[src/rtl/core/rtp_pkg.sv]
package rtp_pkg;

  localparam int SAMPLE_W  = 16;
  localparam int LANES     = 3;
  localparam int ROW_W     = 7;
  localparam int COLUMN_W  = 9;
  localparam int KIND_W    = 3;
  localparam int SCALE_W   = 16;
  localparam int QUOT_W    = 6;
  localparam int NUM_W     = 22;

  localparam logic [ROW_W-1:0] MID_ROW = 7'd61;

  localparam logic [KIND_W-1:0] KIND_ERASE = 3'd0;
  localparam logic [KIND_W-1:0] KIND_GRID  = 3'd1;
  localparam logic [KIND_W-1:0] KIND_CH0   = 3'd2;

  localparam int CFG_INDEX_W = 1;
  localparam int CFG_DATA_W  = 3;
  localparam logic [CFG_INDEX_W-1:0] REG_AUTO_RANGE     = 1'd0;
  localparam logic [CFG_INDEX_W-1:0] REG_CHANNEL_ENABLE = 1'd1;

  localparam logic                 AUTO_RANGE_RESET     = 1'b1;
  localparam logic [LANES-1:0]     CHANNEL_ENABLE_RESET = 3'd3;
  localparam logic [SCALE_W-1:0]   SCALE_RESET [LANES] = '{16'd60, 16'd50, 16'd40};

  localparam int QUEUE_DEPTH = 2;
  localparam int QPTR_W      = 1;
  localparam int QCNT_W      = 2;

  typedef logic signed [SAMPLE_W-1:0] sample_t;

  typedef struct packed {
    sample_t [LANES-1:0] sample;
  } item_t;

endpackage

[src/rtl/core/rtp_front.sv]
module rtp_front (
  input  logic                          in_tvalid,
  output logic                          in_tready,
  input  logic [47:0]                   in_tdata,
  input  logic [rtp_pkg::LANES-1:0]     channel_enable,
  input  logic                          clearing,
  input  logic                          q_full,
  output logic                          push,
  output rtp_pkg::item_t                push_item
);

  assign in_tready = !clearing && !q_full;
  assign push      = in_tvalid && in_tready;

  // Disabled channels enter the queue as a zero sample.
  always_comb begin
    for (int i = 0; i < rtp_pkg::LANES; i++) begin
      push_item.sample[i] = channel_enable[i] ? in_tdata[rtp_pkg::SAMPLE_W*i +: rtp_pkg::SAMPLE_W]
                                              : '0;
    end
  end

endmodule

[config.mk]
export PLATFORM = sky130hd
export DESIGN_NAME = rtp_front
export DESIGN_NICKNAME = d
export VERILOG_FILES = /design/src/rtl/core/rtp_pkg.sv /design/src/rtl/core/rtp_front.sv
export SDC_FILE = /design/constraint.sdc
export NUM_CORES = 1
export LEC_CHECK = 0
export ABC_CLOCK_PERIOD_IN_PS = 800
export CAP_MARGIN = 20
export CELL_PAD_IN_SITES_DETAIL_PLACEMENT = 1
export CELL_PAD_IN_SITES_GLOBAL_PLACEMENT = 2
export CORE_MARGIN = 8
export CORE_UTILIZATION = 23
export DETAILED_ROUTE_END_ITERATION = 12
export DONT_BUFFER_PORTS = 1
export GPL_TIMING_DRIVEN = 0
export PLACE_DENSITY = 0.88
export SETUP_SLACK_MARGIN = 0.5
export SYNTH_ARGS = -nofsm -noshare
export SYNTH_HDL_FRONTEND = slang
export SYNTH_SLANG_ARGS = --single-unit
[constraint.sdc]
create_clock -name vclk -period 0.8
set_clock_uncertainty 0.15 [all_clocks]
set_input_delay 0.16 -clock vclk [all_inputs]
set_output_delay 0.16 -clock vclk [all_outputs]
set_load 0.01 [all_outputs]
==> qor.yml, run 1 <==
detailed_routing:
  ant_nets: 0
  num_vias: 369
  drc: 0
  wl_per_cell_um: 26.1
  wl_um: 1880
  firstDrtPassIters: 2
  drt_iter0_drc: 4
  avgViaCountPerCell: 5.13
finish:
  nClkBuffers: 0
  area_delta_synth_final_pct: 47.6
  nets: 111
  seq_cell_count: 0
  insertedDiodeCount: 0
  final_util_pct: 34.8
  regArea_um2: 0
  drive_gt1_share_pct: 100
  final_cells: 72
sta:
  worstMarginPinSlew_ps: 195
  finalCritPeriodShare_pct: 92.4
  timing.hold.ws_ps: 191
  rsz0062_at_grt: "yes"
  worst_slack_ps: 60.5
  drv_slew: 0
  fmaxAchievable_mhz: 1350
  finalCriticalPeriod_ps: 739
  hold_viol_final: 0
  finalSetupViolCount: 0
  timing.setup.tns_ps: 0
  timing.slew.headroom_pct: 87.0
placed_design:
  io_buffers: 0
  dp_cells: 70
  routabilityCongestion: 0.638
  place_ws_ps: 63.6
yosys:
  yosysMostFrequentCell: "and2_2"
  synth-seq-area-share_pct: 0
  synth_nets: 107
  synth.yosys.warnings: 0
  netlist_instances: 53
  synth.top_cell.area_share_pct: 67.5
  ys_top_cells_by_area: "and2_2, and2_1, buf_6"
  synthTopCellsByCount: "and2_2, and2_1, buf_6"
  ys_types: 5
  synth.largest_area_cell: "and2_2"
  syn_area_um2: 389
  syn_area_per_cell_um2: 7.34
floorplan:
  row_count: 15
  core_mm2: 0.00165
  die_w_um: 57.1
  die_h_um: 57.1
  die_area_mm2: 0.00326
  initial_core_util_pct: 23.6
  ios: 104
critical_path:
  required_ps: 490
  crit_path_top_delay_cell: "and2_4"
  path_class: "input pin to output pin"
  crit_family: "simple AND/OR/NAND/NOR gates"
  worst-path-buf-inv: 1
  end_kind: "output pin"
  arrival_ps: 430
  worstPathMaxFanout: 8
  critPathMaxStageDelay_ps: 140
  path_cells: "clkbuf_16 -> and2_4"
  start_kind: "input pin"
power:
  p_per_area_mw_per_mm2: 622
  vdd_drop_max_v: 0.000216
  p_leak_nw: 0.276
flow_run:
  drv_cap: 0
global_route:
  grtUsageTotal_pct: 9.09
  grt_pass1_wl_um: 2610
  antenna_found_initial: 0
  grt_overflow_total: 0
  grt_max_degree: 11
  grt_pass1_vias: 445
run_status:
  status: "finished clean"
worst_hold_path:
  min_path_type: "input pin to output pin"
clocking:
  cts-hold-fix-buffers: 0
path summary, 6_finish.rpt:
path | to | start | cells after the start
setup / recovery | push_item[39] | channel_enable[2] | 2
hold / removal | in_tready | clearing | 1
cells in the final DEF (no fill, tap or decap):
cell and count:
and2_4 48, buf_8 2, buf_12 1, nor2_4 1, nor3b_4 1, buf_16 1
clkbuf_16 1
cells by family (layout without fill, tap and decap cells):
kind of cell / Yosys count / count (layout) / synth area share [%]
buffers and inverters: 3 / 5 / 8.68
AND/OR/NAND/NOR: 50 / 50 / 91.3
per-stage QoR:
stage	power (mW)	area, um^2
floorplan	0.297	482
global placement	0.326	503
detailed placement	0.330	503
CTS	0.348	541
global route	0.378	574
finish	0.357	574
layout make-up:
type               count  area (um^2)
multi-input cells     50          450
fillers              184         1080
well taps             17         21.3
plain buffers          3         50.0
repair buffers         2         52.6
per-layer routing:
metal | wire length, um | share of wire [%] | GRT usage (%) | up-vias
met5 | 0 | 0 | 0 | -
met4 | 23 | 1.2 | 1.01 | 0
met3 | 288 | 15 | 6.87 | 2
met2 | 1120 | 60 | 17.5 | 42
met1 | 450 | 24 | 7.20 | 164
li1 | - | - | - | 161
power breakdown:
group | switching, mW | total [mW] | internal [mW]
sequential | 0 | 0 | 0
clock | 0 | 0 | 0
combinational | 0.141 | 0.357 | 0.216
total | 0.141 | 0.357 | 0.216
what timing repair did:
item                                    CTS  global route
cloned                                    1             1
pin swaps                                 4             7
setup buffers                             0             0
gates resized for setup                   3             2
endpoints found under the setup margin   50            50
Power figures use the tool's default switching activity.
==> run 2: changes to the inputs <==
Settings changed: PLACE_DENSITY 0.88 to default, PLACE_DENSITY_LB_ADDON from default to 0.1.
==> qor.yml, run 2 (synthesis results as in run 1) <==
detailed_routing:
  num_vias: 401
  avgViaCountPerCell: 5.57
  firstDrtPassIters: 2
  ant_nets: 0
  drc: 0
  wl_per_cell_um: 30.7
  wl_um: 2210
  drt_iter0_drc: 12
finish:
  seq_cell_count: 0
  nets: 111
  insertedDiodeCount: 0
  nClkBuffers: 0
  area_delta_synth_final_pct: 48.9
  regArea_um2: 0
  drive_gt1_share_pct: 100
  fin_area_um2: 579
  final_common_cell: "and2_4"
  layout_common_cells: "and2_4, buf_12"
  fillCellCount: 189
  final_util_pct: 35.1
  multi_input_area_um2: 450
  final_cells: 72
sta:
  timing.setup.tns_ps: 0
  finalCriticalPeriod_ps: 736
  fmaxAchievable_mhz: 1360
  timing.slew.headroom_pct: 87.1
  worst_slack_ps: 64.2
  drv_slew: 0
  worstMarginPinSlew_ps: 194
  hold_viol_final: 0
  finalSetupViolCount: 0
  rsz0062_at_grt: "yes"
  timing.hold.ws_ps: 192
  finalCritPeriodShare_pct: 92.0
power:
  swShare_pct: 39.7
  intPower_mw: 0.219
  p_per_area_mw_per_mm2: 628
  seqPwrFrac_pct: 0
  power_switching_mw: 0.144
  clockPowerShare_pct: 0
  combPwrFrac_pct: 100.0
  vdd_drop_max_v: 0.000197
  total_power_mw: 0.364
  p_leak_nw: 0.278
critical_path:
  path_class: "input pin to output pin"
  worst-path-buf-inv: 1
  crit_family: "simple AND/OR/NAND/NOR gates"
  critPathCapture: "push_item[39]"
  cp_num_cells: 2
  path_cells: "clkbuf_16 -> and2_4"
  critPathMaxStageDelay_ps: 140
  crit_path_top_delay_cell: "and2_4"
  arrival_ps: 430
  start_kind: "input pin"
  crit_path_start: "channel_enable[2]"
  end_kind: "output pin"
  worstPathMaxFanout: 8
  required_ps: 490
floorplan:
  die_h_um: 57.1
  row_count: 15
  die_area_mm2: 0.00326
  initial_core_util_pct: 23.6
  ios: 104
  die_w_um: 57.1
  core_mm2: 0.00165
global_route:
  antenna_found_initial: 0
  grt_overflow_total: 0
  grt_max_degree: 11
  grtUsageTotal_pct: 11.7
  grt_pass1_wl_um: 3150
  grt_pass1_vias: 469
clocking:
  cts-hold-fix-buffers: 0
flow_run:
  drv_cap: 0
placed_design:
  dpl_cell_area_um2: 503
  place_ws_ps: 57.1
  routabilityCongestion: 0.754
  io_buffers: 0
  dp_cells: 70
run_status:
  status: "finished clean"
worst_hold_path:
  min_path_type: "input pin to output pin"
-- run 2: layout make-up --
type | count | share of cell area (%)
multi-input combinational | 50 | 77.8
buffer | 3 | 9.50
timing repair buffer | 2 | 9.07
tap | 17 | 3.67
-- run 2: routing by layer --
metal	up-vias	track usage [%]	share of wire, %	wire length (um)
met3	0	11.1	23	503
li1	161	-	-	-
met2	72	22.2	51	1140
met1	168	8.71	26	571
met4	0	0	0	0
met5	-	0	0	0
-- run 2: power by group through the flow --
stage / Clock (mW) / Sequential [mW] / Combinational [mW]
global placement: 0 / 0 / 0.334
global route: 0 / 0 / 0.387
floorplan: 0 / 0 / 0.297
detailed placement: 0 / 0 / 0.337
CTS: 0 / 0 / 0.358
finish: 0 / 0 / 0.364
-- run 2: worst min-delay path by stage --
| stage | start | to | slack (ps) | cells after the start |
|---|---|---|---|---|
| after floorplan | clearing | in_tready | 190 | 1 |
| after global placement | clearing | in_tready | 190 | 1 |
| after detailed placement | clearing | in_tready | 190 | 1 |
| after CTS | clearing | in_tready | 190 | 1 |
| after global routing | q_full | in_tready | 190 | 1 |
| final | q_full | in_tready | 190 | 1 |
-- run 2: repair_timing --
item	in CTS	in global routing
gates cloned	1	1
gates resized for setup	4	2
buffers inserted	0	0
setup endpoints to repair	50	50
pin swaps	5	8
==> run 3: changes to the inputs <==
Settings changed: RECOVER_POWER from default to 25.
==> qor.yml, run 3 (synthesis results as in run 1) <==
floorplan:
  core_mm2: 0.00165
  row_count: 15
  die_h_um: 57.1
  initial_core_util_pct: 23.6
  die_area_mm2: 0.00326
  ios: 104
  die_w_um: 57.1
global_route:
  grt_overflow_total: 0
  antenna_found_initial: 0
  grtUsageTotal_pct: 11.7
  grt_max_degree: 11
  grt_pass1_wl_um: 3150
  grt_pass1_vias: 469
finish:
  regArea_um2: 0
  final_common_cell: "and2_4"
  final_util_pct: 33.0
  nets: 111
  insertedDiodeCount: 0
  seq_cell_count: 0
  fillCellCount: 196
  layout_common_cells: "and2_4, and2_0, buf_12"
  drive_gt1_share_pct: 78.2
  nClkBuffers: 0
  final_cells: 72
  multi_input_area_um2: 415
  area_delta_synth_final_pct: 39.9
detailed_routing:
  wl_um: 2200
  drt_iter0_drc: 12
  ant_nets: 0
  drc: 0
  wl_met1_um: 567
  wl_per_cell_um: 30.6
  wl_met3_um: 505
  avgViaCountPerCell: 5.57
  top_layer_used: "met3"
  met2_length_um: 1130
  firstDrtPassIters: 2
  num_vias: 401
critical_path:
  path_class: "input pin to output pin"
  critPathMaxStageDelay_ps: 140
  crit_family: "simple AND/OR/NAND/NOR gates"
  cp_num_cells: 2
  worst-path-buf-inv: 1
  end_kind: "output pin"
  worstPathMaxFanout: 8
  arrival_ps: 430
  required_ps: 490
  crit_path_top_delay_cell: "and2_4"
  start_kind: "input pin"
  path_cells: "clkbuf_16 -> and2_4"
sta:
  timing.hold.ws_ps: 197
  fmaxAchievable_mhz: 1360
  rsz0062_at_grt: "yes"
  finalCriticalPeriod_ps: 736
  drv_slew: 0
  hold_viol_final: 0
  timing.setup.tns_ps: 0
  worstMarginPinSlew_ps: 226
  timing.slew.headroom_pct: 84.8
  finalCritPeriodShare_pct: 92.0
  finalSetupViolCount: 0
flow_run:
  drv_cap: 0
power:
  p_per_area_mw_per_mm2: 619
  vdd_drop_max_v: 0.000178
  p_leak_nw: 0.249
  total_power_mw: 0.337
run_status:
  status: "finished clean"
placed_design:
  io_buffers: 0
  dp_cells: 70
  routabilityCongestion: 0.754
worst_hold_path:
  hold_depth: 1
  min_path_type: "input pin to output pin"
clocking:
  post_cts_buffers: 0
[run 3: cell counts in the layout (fill, tap and decap cells not counted)]
No cell type changed its count.
[run 3: area by class of cell]
type               instances  area share [%]
well taps                 17            3.91
multi-input cells         50            76.3
repair buffers             2            9.66
plain buffers              3            10.1
[run 3: through the flow]
stage / setup WS, ps / area, um^2
6_report: 64.3 / 544
5_1_grt: 58.1 / 544
4_1_cts: 57.8 / 546
3_5_place_dp: 57.1 / 503
3_3_place_gp: 69.9 / 503
2_1_floorplan: 82.5 / 482
[run 3: path summary, 6_finish.rpt]
check,from,to,slack [ps]
max,channel_enable[2],push_item[39],60
min,clearing,push,200
[run 3: metal layers]
layer,GRT usage [%],up-vias
met5,0,-
li1,-,161
met1,8.71,168
met4,0,0
met3,11.1,0
met2,22.2,72
[run 3: where the power goes]
group          internal, mW  total (mW)  switching, mW
registers                 0           0              0
clock network             0           0              0
logic                 0.192       0.337          0.144
[run 3: repair_timing]
action | in CTS | in global routing
gates resized for setup | 4 | 2
hold buffers | 0 | 0
pin swaps | 5 | 8
endpoints found under the hold margin | 0 | 0
endpoints found under the setup margin | 50 | 50
cloned | 1 | 1
