$ cat config.mk
export PLATFORM = sky130hd
export DESIGN_NAME = rtp_fifo
export DESIGN_NICKNAME = d
export VERILOG_FILES = /design/src/rtl/core/rtp_pkg.sv /design/src/rtl/core/rtp_fifo.sv
export SDC_FILE = /design/constraint.sdc
export NUM_CORES = 1
export LEC_CHECK = 0
export ABC_CLOCK_PERIOD_IN_PS = 3000
export BUFFER_PORTS_ARGS = -buffer_cell sky130_fd_sc_hd__buf_2
export CORE_MARGIN = 8
export CORE_UTILIZATION = 46
export DETAILED_ROUTE_END_ITERATION = 6
export GPL_ROUTABILITY_DRIVEN = 0
export HOLD_SLACK_MARGIN = 0.05
export MAX_ROUTING_LAYER = met4
export PLACE_DENSITY = 0.74
export REMOVE_ABC_BUFFERS = 1
export SYNTH_ARGS = -nofsm -noshare
export SYNTH_HDL_FRONTEND = slang
export SYNTH_SLANG_ARGS = --single-unit
$ cat constraint.sdc
create_clock -name clk -period 3 [get_ports clk]
set_input_delay 0.3 -clock clk [delete_from_list [all_inputs] [get_ports clk]]
set_output_delay 0.3 -clock clk [all_outputs]
set_load 0.01 [all_outputs]
$ cat src/rtl/core/rtp_pkg.sv
package rtp_pkg;

  localparam int SAMPLE_W  = 16;
  localparam int LANES     = 3;
  localparam int ROW_W     = 7;
  localparam int COLUMN_W  = 9;
  localparam int KIND_W    = 3;
  localparam int SCALE_W   = 16;
  localparam int QUOT_W    = 6;
  localparam int NUM_W     = 22;

  localparam logic [ROW_W-1:0] MID_ROW = 7'd61;

  localparam logic [KIND_W-1:0] KIND_ERASE = 3'd0;
  localparam logic [KIND_W-1:0] KIND_GRID  = 3'd1;
  localparam logic [KIND_W-1:0] KIND_CH0   = 3'd2;

  localparam int CFG_INDEX_W = 1;
  localparam int CFG_DATA_W  = 3;
  localparam logic [CFG_INDEX_W-1:0] REG_AUTO_RANGE     = 1'd0;
  localparam logic [CFG_INDEX_W-1:0] REG_CHANNEL_ENABLE = 1'd1;

  localparam logic                 AUTO_RANGE_RESET     = 1'b1;
  localparam logic [LANES-1:0]     CHANNEL_ENABLE_RESET = 3'd3;
  localparam logic [SCALE_W-1:0]   SCALE_RESET [LANES] = '{16'd60, 16'd50, 16'd40};

  localparam int QUEUE_DEPTH = 2;
  localparam int QPTR_W      = 1;
  localparam int QCNT_W      = 2;

  typedef logic signed [SAMPLE_W-1:0] sample_t;

  typedef struct packed {
    sample_t [LANES-1:0] sample;
  } item_t;

endpackage

$ cat src/rtl/core/rtp_fifo.sv
module rtp_fifo (
  input  logic          clk,
  input  logic          rst_n,
  input  logic          push,
  input  rtp_pkg::item_t push_item,
  input  logic          pop,
  output rtp_pkg::item_t head_item,
  output logic          q_valid,
  output logic          q_full
);

  rtp_pkg::item_t                     slot_r [rtp_pkg::QUEUE_DEPTH];
  logic [rtp_pkg::QPTR_W-1:0]         wr_ptr_r, wr_ptr_nxt;
  logic [rtp_pkg::QPTR_W-1:0]         rd_ptr_r, rd_ptr_nxt;
  logic [rtp_pkg::QCNT_W-1:0]         cnt_r, cnt_nxt;

  assign q_valid   = (cnt_r != '0);
  assign q_full    = (cnt_r == rtp_pkg::QCNT_W'(rtp_pkg::QUEUE_DEPTH));
  assign head_item = slot_r[rd_ptr_r];

  always_comb begin
    wr_ptr_nxt = wr_ptr_r;
    rd_ptr_nxt = rd_ptr_r;
    cnt_nxt    = cnt_r;
    if (push) begin
      wr_ptr_nxt = (wr_ptr_r == rtp_pkg::QPTR_W'(rtp_pkg::QUEUE_DEPTH - 1)) ? '0
                                                                              : wr_ptr_r + 1'b1;
    end
    if (pop) begin
      rd_ptr_nxt = (rd_ptr_r == rtp_pkg::QPTR_W'(rtp_pkg::QUEUE_DEPTH - 1)) ? '0
                                                                              : rd_ptr_r + 1'b1;
    end
    if (push && !pop) begin
      cnt_nxt = cnt_r + 1'b1;
    end else if (pop && !push) begin
      cnt_nxt = cnt_r - 1'b1;
    end
  end

  always_ff @(posedge clk) begin
    if (!rst_n) begin
      wr_ptr_r <= '0;
      rd_ptr_r <= '0;
      cnt_r    <= '0;
    end else begin
      wr_ptr_r <= wr_ptr_nxt;
      rd_ptr_r <= rd_ptr_nxt;
      cnt_r    <= cnt_nxt;
    end
  end

  always_ff @(posedge clk) begin
    if (push) begin
      slot_r[wr_ptr_r] <= push_item;
    end
  end

endmodule

==> results.md, run 1 <==
* First-pass GRT wire length at 9998 µm
* Fin crit period at 2.227 ns
* Wire per inst at approximately 17 µm
* H-tree Lvls at 3
* DRT Wirelength at 6426 µm
* Final Instance Count excl. Fillers at 388
* Syn Area/Cell at 21.55 µm²
* Number of synthesized register bits at 101
* Slew headroom at 50.71%
* Post-Synthesis Cells at 171
* Total Die Area at 11130 µm²
* Fin Hold WS at 0.1362 ns
* Placed wire-length estimate at 4439 µm
* GRT overflow at 0
* Largest net degree at the start of global routing at 29
* Synth cell types at 19
* I/O pins at 102
* Commonest non-fill, non-tap cell in the layout: buf_2
* Static Leakage at 1.713 nW
* Hold Path Class: primary input to register
* Final Core Density at 58.82%
* CP endpoint kind: output port
* Die Y at between 100 and 150 µm
* Max incr delay on CP at 0.76 ns
* GRT Util Overall at 11.90%
* Mapped cell area at 3685 µm²
* Clock transition at path regs at 0.09 ns
* Async S/R FF share, synth at 0%
* Number of core rows at 32
* Antenna cells at 0
* Vias in the first global route at 2082
* Maximum clock path buffer count at 2
* Top layer used by detailed routing: met4
* Slew Limit Fails at 0
* Initial Utilization at 47.68%
* Critical Path Slowest Stage Cell: dfxtp_2
* Worst Slack Setup Final at ~0.77 ns
* Max_cap viols at 0
* # Post-CTS Setup Buffers at 0
* Prevailing post-synth register cell: edfxtp_1
* Drt first pass iters at 4
* Sequential cell area at 2984 µm²
* Layout area overhead at 23.36%
* Fmax at 0.4491 GHz
* DRT iter0 DRCs at between 50 and 60
* Final antenna-violating net count at 0
* Metal3 WL at 416 µm
* Setup tns final at 0 ns
* Multi-input gate area at 666.9 µm²
* Post-synth EDFFs at 96
* Max FO, Critical Path at 28
* Die Width at 105.5 µm
* Initial antenna violation count at 0
* Residual DRC at 0
* Port bufs at 101
* TritonCTS Buffers at 9
* Hold Buf Count CTS at 0
* CTS Sinks at 101
* RSZ-0062 raised after global routing: no
* Skew final at 0.005321 ns
* Startpoint types: register
* Sequential share of the synthesized area at 80.95%
* Pre-CTS setup slack at 1.092 ns
* Core area at 7727 µm²
* Synth Warn # at 0
* Crit path cell chain: buf_4 -> mux2_2 -> buf_2
* Met1 Routed Length at 2771 µm
* Worst-Skew Late Latency at approximately 0.34 ns
* Pwr Density at 625.2 nW/µm²
* Critical Path AT at roughly 1.9 ns
* Worst Setup Path Type: register to output port
* Layout cell share with drive strength beyond 1 at between 50% and 60%
* Hold Fails Final Rpt at 0
* Setup-failing EPs final at 0
* CTS tree: done
* Resize count post-CTS at 0
* WP data required at 2.70 ns
* Share of the synthesized area in the top cell type at 78.23%
* Vias post-DR at 1850
* Fillers at 622
* CTS root buf: clkbuf_8
* Slew @ Worst Pin at 0.7377 ns
* Fin crit share at 74.22%
* Placed cell count at about 370
* Fin nets at about 340
* Vias/cell at 4.768
* Largest area contributor in the netlist: edfxtp_1
* Status: completed
* Synth top area cells: edfxtp_1, mux2_2, dfxtp_1, and2_1, buf_6
* Most frequent cells in the layout: buf_2, edfxtp_1, mux2_2, clkbuf_8, dfxtp_1
* Worst vdd ir at 0.3282 mV
* Wire length on met2 at 3123 µm
## registers in the layout, summed over array words and instances, names as in the netlist, named ones only
register  count
slot_r       96
wr_ptr_r      1
rd_ptr_r      1
cnt_r         2
## Yosys cell counts (2+ instances only)
cell type	number
edfxtp_1	96
mux2_2	47
dfxtp_1	5
and2_1	4
buf_2	2
buf_6	2
nor2b_1	2
xor2_1	2
## path summary, 6_finish.rpt
kind	start	to	slack [ns]	depth (start not counted)
max	register	head_item[19]	0.77	3
min	push_item[21]	slot_r[0][21]$_DFFE_PP_	0.14	1
max reg2reg	wr_ptr_r$_SDFFE_PN0P_	slot_r[1][44]$_DFFE_PP_	1.46	2
min reg2reg	cnt_r[1]$_SDFFE_PN0P_	cnt_r[1]$_SDFFE_PN0P_	0.51	2
## report_power, final
group	switching, mW	total [mW]	internal (mW)	leakage, nW
sequential	0.0331	1.66	1.62	0.943
combinational	0.149	0.310	0.160	0.672
clock	0.417	0.874	0.457	0.0978
total	0.600	2.84	2.24	1.71
## per-stage QoR
| stage | instance area [µm²] | total power, mW |
|---|---|---|
| CTS | 4546 | 2.874 |
| floorplan | 3645 | 1.855 |
| global placement | 4343 | 2.000 |
| finish | 4546 | 2.842 |
| global route | 4546 | 2.954 |
| detailed placement | 4343 | 2.008 |
## final cells by class
cell class	instances	area share, %
sequential	101	65.65
clock inverter	6	1.734
timing repair buffer	105	12.33
clock buffer	9	2.725
multi-input combinational	64	14.67
inverter	1	0.08258
tap	102	2.808
## routing by layer
layer | vias up | global-route usage, %
met4 | 0 | 5.427
met1 | 883 | 13.14
met3 | 11 | 4.324
met5 | - | -
met2 | 66 | 18.97
li1 | 890 | -
## cells by family after synthesis
group,Yosys count,share of synthesized area [%]
flip-flops,101,80.95
multiplexers,48,14.67
AND/OR/NAND/NOR,9,1.596
buffers and inverters,6,1.188
AO/OA/AOI/OAI,3,0.5433
XOR/XNOR,3,0.7132
adder cells (fa/ha/maj),1,0.3395
## worst max-delay path: cells and delay by family (launching register included)
| family | cells | cell delay, ns |
|---|---|---|
| buffers and inverters | 2 | 0.46 |
| DFF | 1 | 0.76 |
| muxes | 1 | 0.35 |
Power figures use the tool's default switching activity.
==> inputs of run 2 (changes only) <==
--- a/config.mk
+++ b/config.mk
@@ -5,7 +5,7 @@
 export SDC_FILE = /design/constraint.sdc
 export NUM_CORES = 1
 export LEC_CHECK = 0
-export ABC_CLOCK_PERIOD_IN_PS = 3000
+export ABC_CLOCK_PERIOD_IN_PS = 1860
 export BUFFER_PORTS_ARGS = -buffer_cell sky130_fd_sc_hd__buf_2
 export CORE_MARGIN = 8
 export CORE_UTILIZATION = 46
==> constraint.sdc (replaced) <==
create_clock -name clk -period 1.86 [get_ports clk]
set_input_delay 0.186 -clock clk [delete_from_list [all_inputs] [get_ports clk]]
set_output_delay 0.186 -clock clk [all_outputs]
set_load 0.01 [all_outputs]
==> run 2 against run 1 <==
Global-route usage increased by 1.3 points. Die area is the same. Sequential cell count unchanged. Clock power grew 38%. First-iteration DRC count rose by 19%. Cell area grew 9.8%. Combinational power increased by 95%. Worst hold slack got worse by 0.039 ns. Sequential share of layout area decreased by 5.9 points. Power up 57%.
==> results.md, run 2 (synthesized netlist as in run 1, its figures left out) <==
* Status: completed
* Vias in the first global route at 2327
* Vias/cell at 4.767
* Skew final at 0.009128 ns
* DRT Wirelength at between 7000 and 8000 µm
* Max FFs per register at 96
* CP endpoint kind: output port
* Pwr Density at 894.0 nW/µm²
* # Post-CTS Setup Buffers at 0
* Critical Path AT at 1.53 ns
* Crit path cell chain: buf_4 -> mux2_2 -> buf_2
* Vias post-DR at 2088
* Clock transition at path regs at roughly 0.090 ns
* Crit path max-delay family: buffers and inverters
* Fillers at 572
* Max FO, Critical Path at 25
* Worst Slack Setup Final at roughly 0.15 ns
* CTS root buf: clkbuf_8
* Antenna cells at 0
* Port bufs at 101
* Most frequent cells in the layout: buf_2, edfxtp_1, dlygate4sd3_1, mux2_2, clkbuf_8
* Sequential cell area at 2984 µm²
* Initial Utilization at 47.68%
* Setup-failing EPs final at 0
* Initial antenna violation count at 0
* WP data required at 1.67 ns
* Commonest non-fill, non-tap cell in the layout: buf_2
* Worst vdd ir at ~0.55 mV
* Worst-Skew Late Latency at 0.35 ns
* Core area at just under 8000 µm²
* Most flop-heavy register: slot_r
* Total Die Area at 11130 µm²
* Slew Limit Fails at 0
* Fin crit period at 1.715 ns
* RSZ-0062 raised after global routing: no
* Drt first pass iters at 4
* Worst Path Buf+Inv at 2
* Die Y at about 110 µm
* Fin Hold WS at about 0.1 ns
* Largest net degree at the start of global routing at 50
* CTS tree: done
* Int Pwr at 3.433 mW
* Critical Path Slowest Stage Cell: mux2_2
* Fin crit share at 92.19%
* TritonCTS Buffers at 9
* Fmax at 0.5832 GHz
* First-pass GRT wire length at approximately 11000 µm
* Slew @ Worst Pin at 0.3514 ns
* DRT iter0 DRCs at 63
* GRT Util Overall at 13.23%
* Startpoint types: register
* Static Leakage at 1.900 nW
* Hold Buf Count CTS at 48
* Pre-CTS setup slack at 0.4967 ns
* Residual DRC at 0
* Final antenna-violating net count at 0
* Net Sw Power at 1.030 mW
* H-tree Lvls at 3
* Clk pwr share at around 27%
* GRT overflow at 0
* CTS Sinks at 101
* Layout cell share with drive strength beyond 1 at approximately 52%
* Worst Setup Path Type: register to output port
* Number of core rows at 32
* Combinational power share at 13.5%
* Resize count post-CTS at 0
* Flop pwr share at 59.4%
* Layout area overhead at 35.48%
* Max incr delay on CP at 0.39 ns
* Hold Fails Final Rpt at 0
* Slew headroom at approximately 77%
* Multi-input gate area at 666.9 µm²
* Fin nets at 384
* Wire per inst at 16.13 µm
* Sw frac at 23.07%
* Placed wire-length estimate at roughly 4500 µm
* I/O pins at 102
* Largest registers: slot_r: 96 flops, cnt_r: 2 flops
* Max_cap viols at 0
* Hold Path Class: primary input to register
* Maximum clock path buffer count at 2
* Die Width at 105.5 µm
run 2: changes by cell type in the layout (fill, tap and decap cells not counted), moves of 2 or more:
cell,previous run,this run
clkinvlp_4,1,3
dlygate4sd3_1,0,48
bufinv_16,2,0
inv_6,0,2
clkinv_2,0,2
clkinv_1,3,0
buf_4,2,4
run 2: power by group through the flow:
| stage | logic, mW | registers [mW] | clock network [mW] |
|---|---|---|---|
| floorplan | 0.266 | 2.73 | 0 |
| global placement | 0.527 | 2.70 | 0 |
| detailed placement | 0.535 | 2.71 | 0 |
| CTS | 0.616 | 2.65 | 1.26 |
| global route | 0.659 | 2.66 | 1.33 |
| finish | 0.604 | 2.65 | 1.21 |
run 2: final cells by class:
cell class,count,share of cell area (%)
well taps,102,2.556
multi-input cells,64,13.36
repair buffers,154,20.75
clock buffers,9,2.481
flip-flops and latches,101,59.77
inverters,1,0.07519
clock inverters,7,1.003
run 2: routing by layer:
metal	global-route usage (%)	vias up	share of wire (%)	routed length, µm
li1	-	986	-	-
met1	13.73	1017	41	2904
met2	23.07	76	52	3651
met3	3.654	9	5.9	416
met4	5.729	0	1.3	95
met5	-	-	0	0
run 2: path summary, 6_finish.rpt:
kind / endpoint / start / slack (ns) / cells after the start
worst max register to register: slot_r[1][23]$_DFFE_PP_ / wr_ptr_r$_SDFFE_PN0P_ / 0.63 / 2
worst max-delay path: head_item[15] / register / 0.15 / 3
worst min register to register: cnt_r[1]$_SDFFE_PN0P_ / cnt_r[1]$_SDFFE_PN0P_ / 0.53 / 2
worst min-delay path: cnt_r[0]$_SDFFE_PN0P_ / rst_n / 0.1 / 2
run 2: per-stage QoR:
stage / area (µm²) / instances / TNS [ns] / utilization (%) / power (mW)
after floorplan: 3645 / 166 / -58.30 / - / 2.992
after global placement: 4338 / 374 / 0 / 56.14 / 3.226
after detailed placement: 4338 / 374 / 0 / 56.14 / 3.240
after CTS: 4992 / 438 / 0 / 64.60 / 4.527
after global routing: 4992 / 438 / 0 / 64.60 / 4.655
final: 4992 / 438 / 0 / 64.60 / 4.463
==> inputs of run 3 (changes only) <==
--- a/config.mk
+++ b/config.mk
@@ -12,7 +12,6 @@
 export DETAILED_ROUTE_END_ITERATION = 6
 export GPL_ROUTABILITY_DRIVEN = 0
 export HOLD_SLACK_MARGIN = 0.05
-export MAX_ROUTING_LAYER = met4
 export PLACE_DENSITY = 0.74
 export REMOVE_ABC_BUFFERS = 1
 export SYNTH_ARGS = -nofsm -noshare
==> run 3 against run 2 <==
Critical path depth unchanged. Clock skew decreased by 0.0015 ns. Routed wire length increased by 0.59%. Non-clock buffer count unchanged. Final cell count unchanged. Clock power about the same. Setup slack improved by 0.0013 ns. Cell area unchanged. Fmax about the same. Critical path type unchanged.
==> results.md, run 3 (synthesized netlist as in run 1, its figures left out) <==
* Static Leakage at 1.900 nW
* Worst-Skew Late Latency at 0.35 ns
* Residual DRC at 0
* Fin nets at 384
* First-pass GRT wire length at 11210 µm
* Reg-to-reg slack, setup at 0.63 ns
* GRT overflow at 0
* Antenna cells at 0
* Die Y at 105.5 µm
* Initial Utilization at 47.68%
* WP data required at 1.67 ns
* # Post-CTS Setup Buffers at 0
* Hold Fails Final Rpt at 0
* Status: completed
* Hold Path Class: primary input to register
* Layout area overhead at 35.48%
* GRT Util Overall at 12.85%
* Largest registers: slot_r: 96 flops, cnt_r: 2 flops
* Layout cell share with drive strength beyond 1 at 51.79%
* RSZ-0062 raised after global routing: no
* CP endpoint kind: output port
* Fmax at 0.5836 GHz
* Pwr Density at 894.4 nW/µm²
* Max FFs per register at 96
* Final antenna-violating net count at 0
* Vias in the first global route at 2328
* Int Pwr at ~3.4 mW
* Skew final at 0.007668 ns
* Vias post-DR at 2081
* Max_cap viols at 0
* H-tree Lvls at 3
* Placed wire-length estimate at 4526 µm
* Initial antenna violation count at 0
* Wire per inst at 16.23 µm
* Slew Limit Fails at 0
* CTS Sinks at 101
* Fin crit share at 92.13%
* Die Width at 105.5 µm
* Most frequent cells in the layout: buf_2, edfxtp_1, dlygate4sd3_1, mux2_2, clkbuf_8
* Sw frac at 23.10%
* Worst vdd ir at approximately 0.55 mV
* I/O pins at 102
* Combinational power share at between 10% and 20%
* Number of core rows at 32
* Setup-failing EPs final at 0
* Startpoint types: register
* Critical Path AT at 1.53 ns
* Setup tns final at 0 ns
* DRT iter0 DRCs at 61
* Clk pwr share at between 20% and 30%
* Slew @ Worst Pin at roughly 0.35 ns
* TritonCTS Buffers at 9
* Net Sw Power at 1.032 mW
* Fin Hold WS at 0.09616 ns
* Flop pwr share at around 60%
* Max FO, Critical Path at 25
* Drt first pass iters at 4
* CTS tree: done
* Clock transition at path regs at 0.09 ns
* Fillers at 572
* Commonest non-fill, non-tap cell in the layout: buf_2
* Fin crit period at 1.714 ns
* Most flop-heavy register: slot_r
* Vias/cell at 4.751
* DRT Wirelength at 7108 µm
* Maximum clock path buffer count at 2
* Largest net degree at the start of global routing at 50
* Slew headroom at 76.38%
* CTS root buf: clkbuf_8
* Total Die Area at 11130 µm²
* Worst Setup Path Type: register to output port
* Resize count post-CTS at 0
* Port bufs at between 100 and 150
* Core area at 7727 µm²
* Hold Buf Count CTS at 48
-- run 3: layout make-up --
| class | count | area, µm² | share of cell area [%] |
|---|---|---|---|
| Clock buffer | 9 | 123.9 | 2.481 |
| Clock inverter | 7 | 50.05 | 1.003 |
| Inverter | 1 | 3.754 | 0.07519 |
| Multi-Input combinational cell | 64 | 666.9 | 13.36 |
| Sequential cell | 101 | 2984 | 59.77 |
| Tap cell | 102 | 127.6 | 2.556 |
| Timing Repair Buffer | 154 | 1036 | 20.75 |
-- run 3: path summary, 6_finish.rpt --
kind,startpoint,end,cells past startpoint
min,rst_n,wr_ptr_r$_SDFFE_PN0P_,2
max reg2reg,wr_ptr_r$_SDFFE_PN0P_,slot_r[1][23]$_DFFE_PP_,2
max,register,head_item[15],3
min reg2reg,cnt_r[1]$_SDFFE_PN0P_,cnt_r[1]$_SDFFE_PN0P_,2
-- run 3: per-layer routing --
metal / global-route usage [%] / up-vias / share of wire (%)
met5: 0 / - / 0
met4: 5.729 / 0 / 1.1
met3: 4.446 / 8 / 7.0
met2: 23.07 / 74 / 52
met1: 13.27 / 1012 / 40
li1: - / 987 / -
-- run 3: per-stage QoR --
stage	instances	setup WS (ns)	total power, mW	utilization (%)	instance area, µm²
finish	438	0.1465	4.465	64.60	4992
detailed placement	374	0.4967	3.240	56.14	4338
floorplan	166	-1.075	2.992	-	3645
global placement	374	0.4900	3.226	56.14	4338
CTS	438	0.09291	4.527	64.60	4992
global route	438	0.06243	4.655	64.60	4992
-- run 3: power by group through the flow --
stage | Combinational [mW] | Clock (mW) | Sequential (mW)
CTS | 0.616 | 1.26 | 2.65
global route | 0.659 | 1.33 | 2.66
finish | 0.604 | 1.21 | 2.65
global placement | 0.527 | 0 | 2.70
detailed placement | 0.535 | 0 | 2.71
floorplan | 0.266 | 0 | 2.73
-- run 3: critical path, cell delays in order (launching register included) --
cell and delay [ns]:
dfxtp_2 0.33, buf_4 0.31, mux2_2 0.39, buf_2 0.14
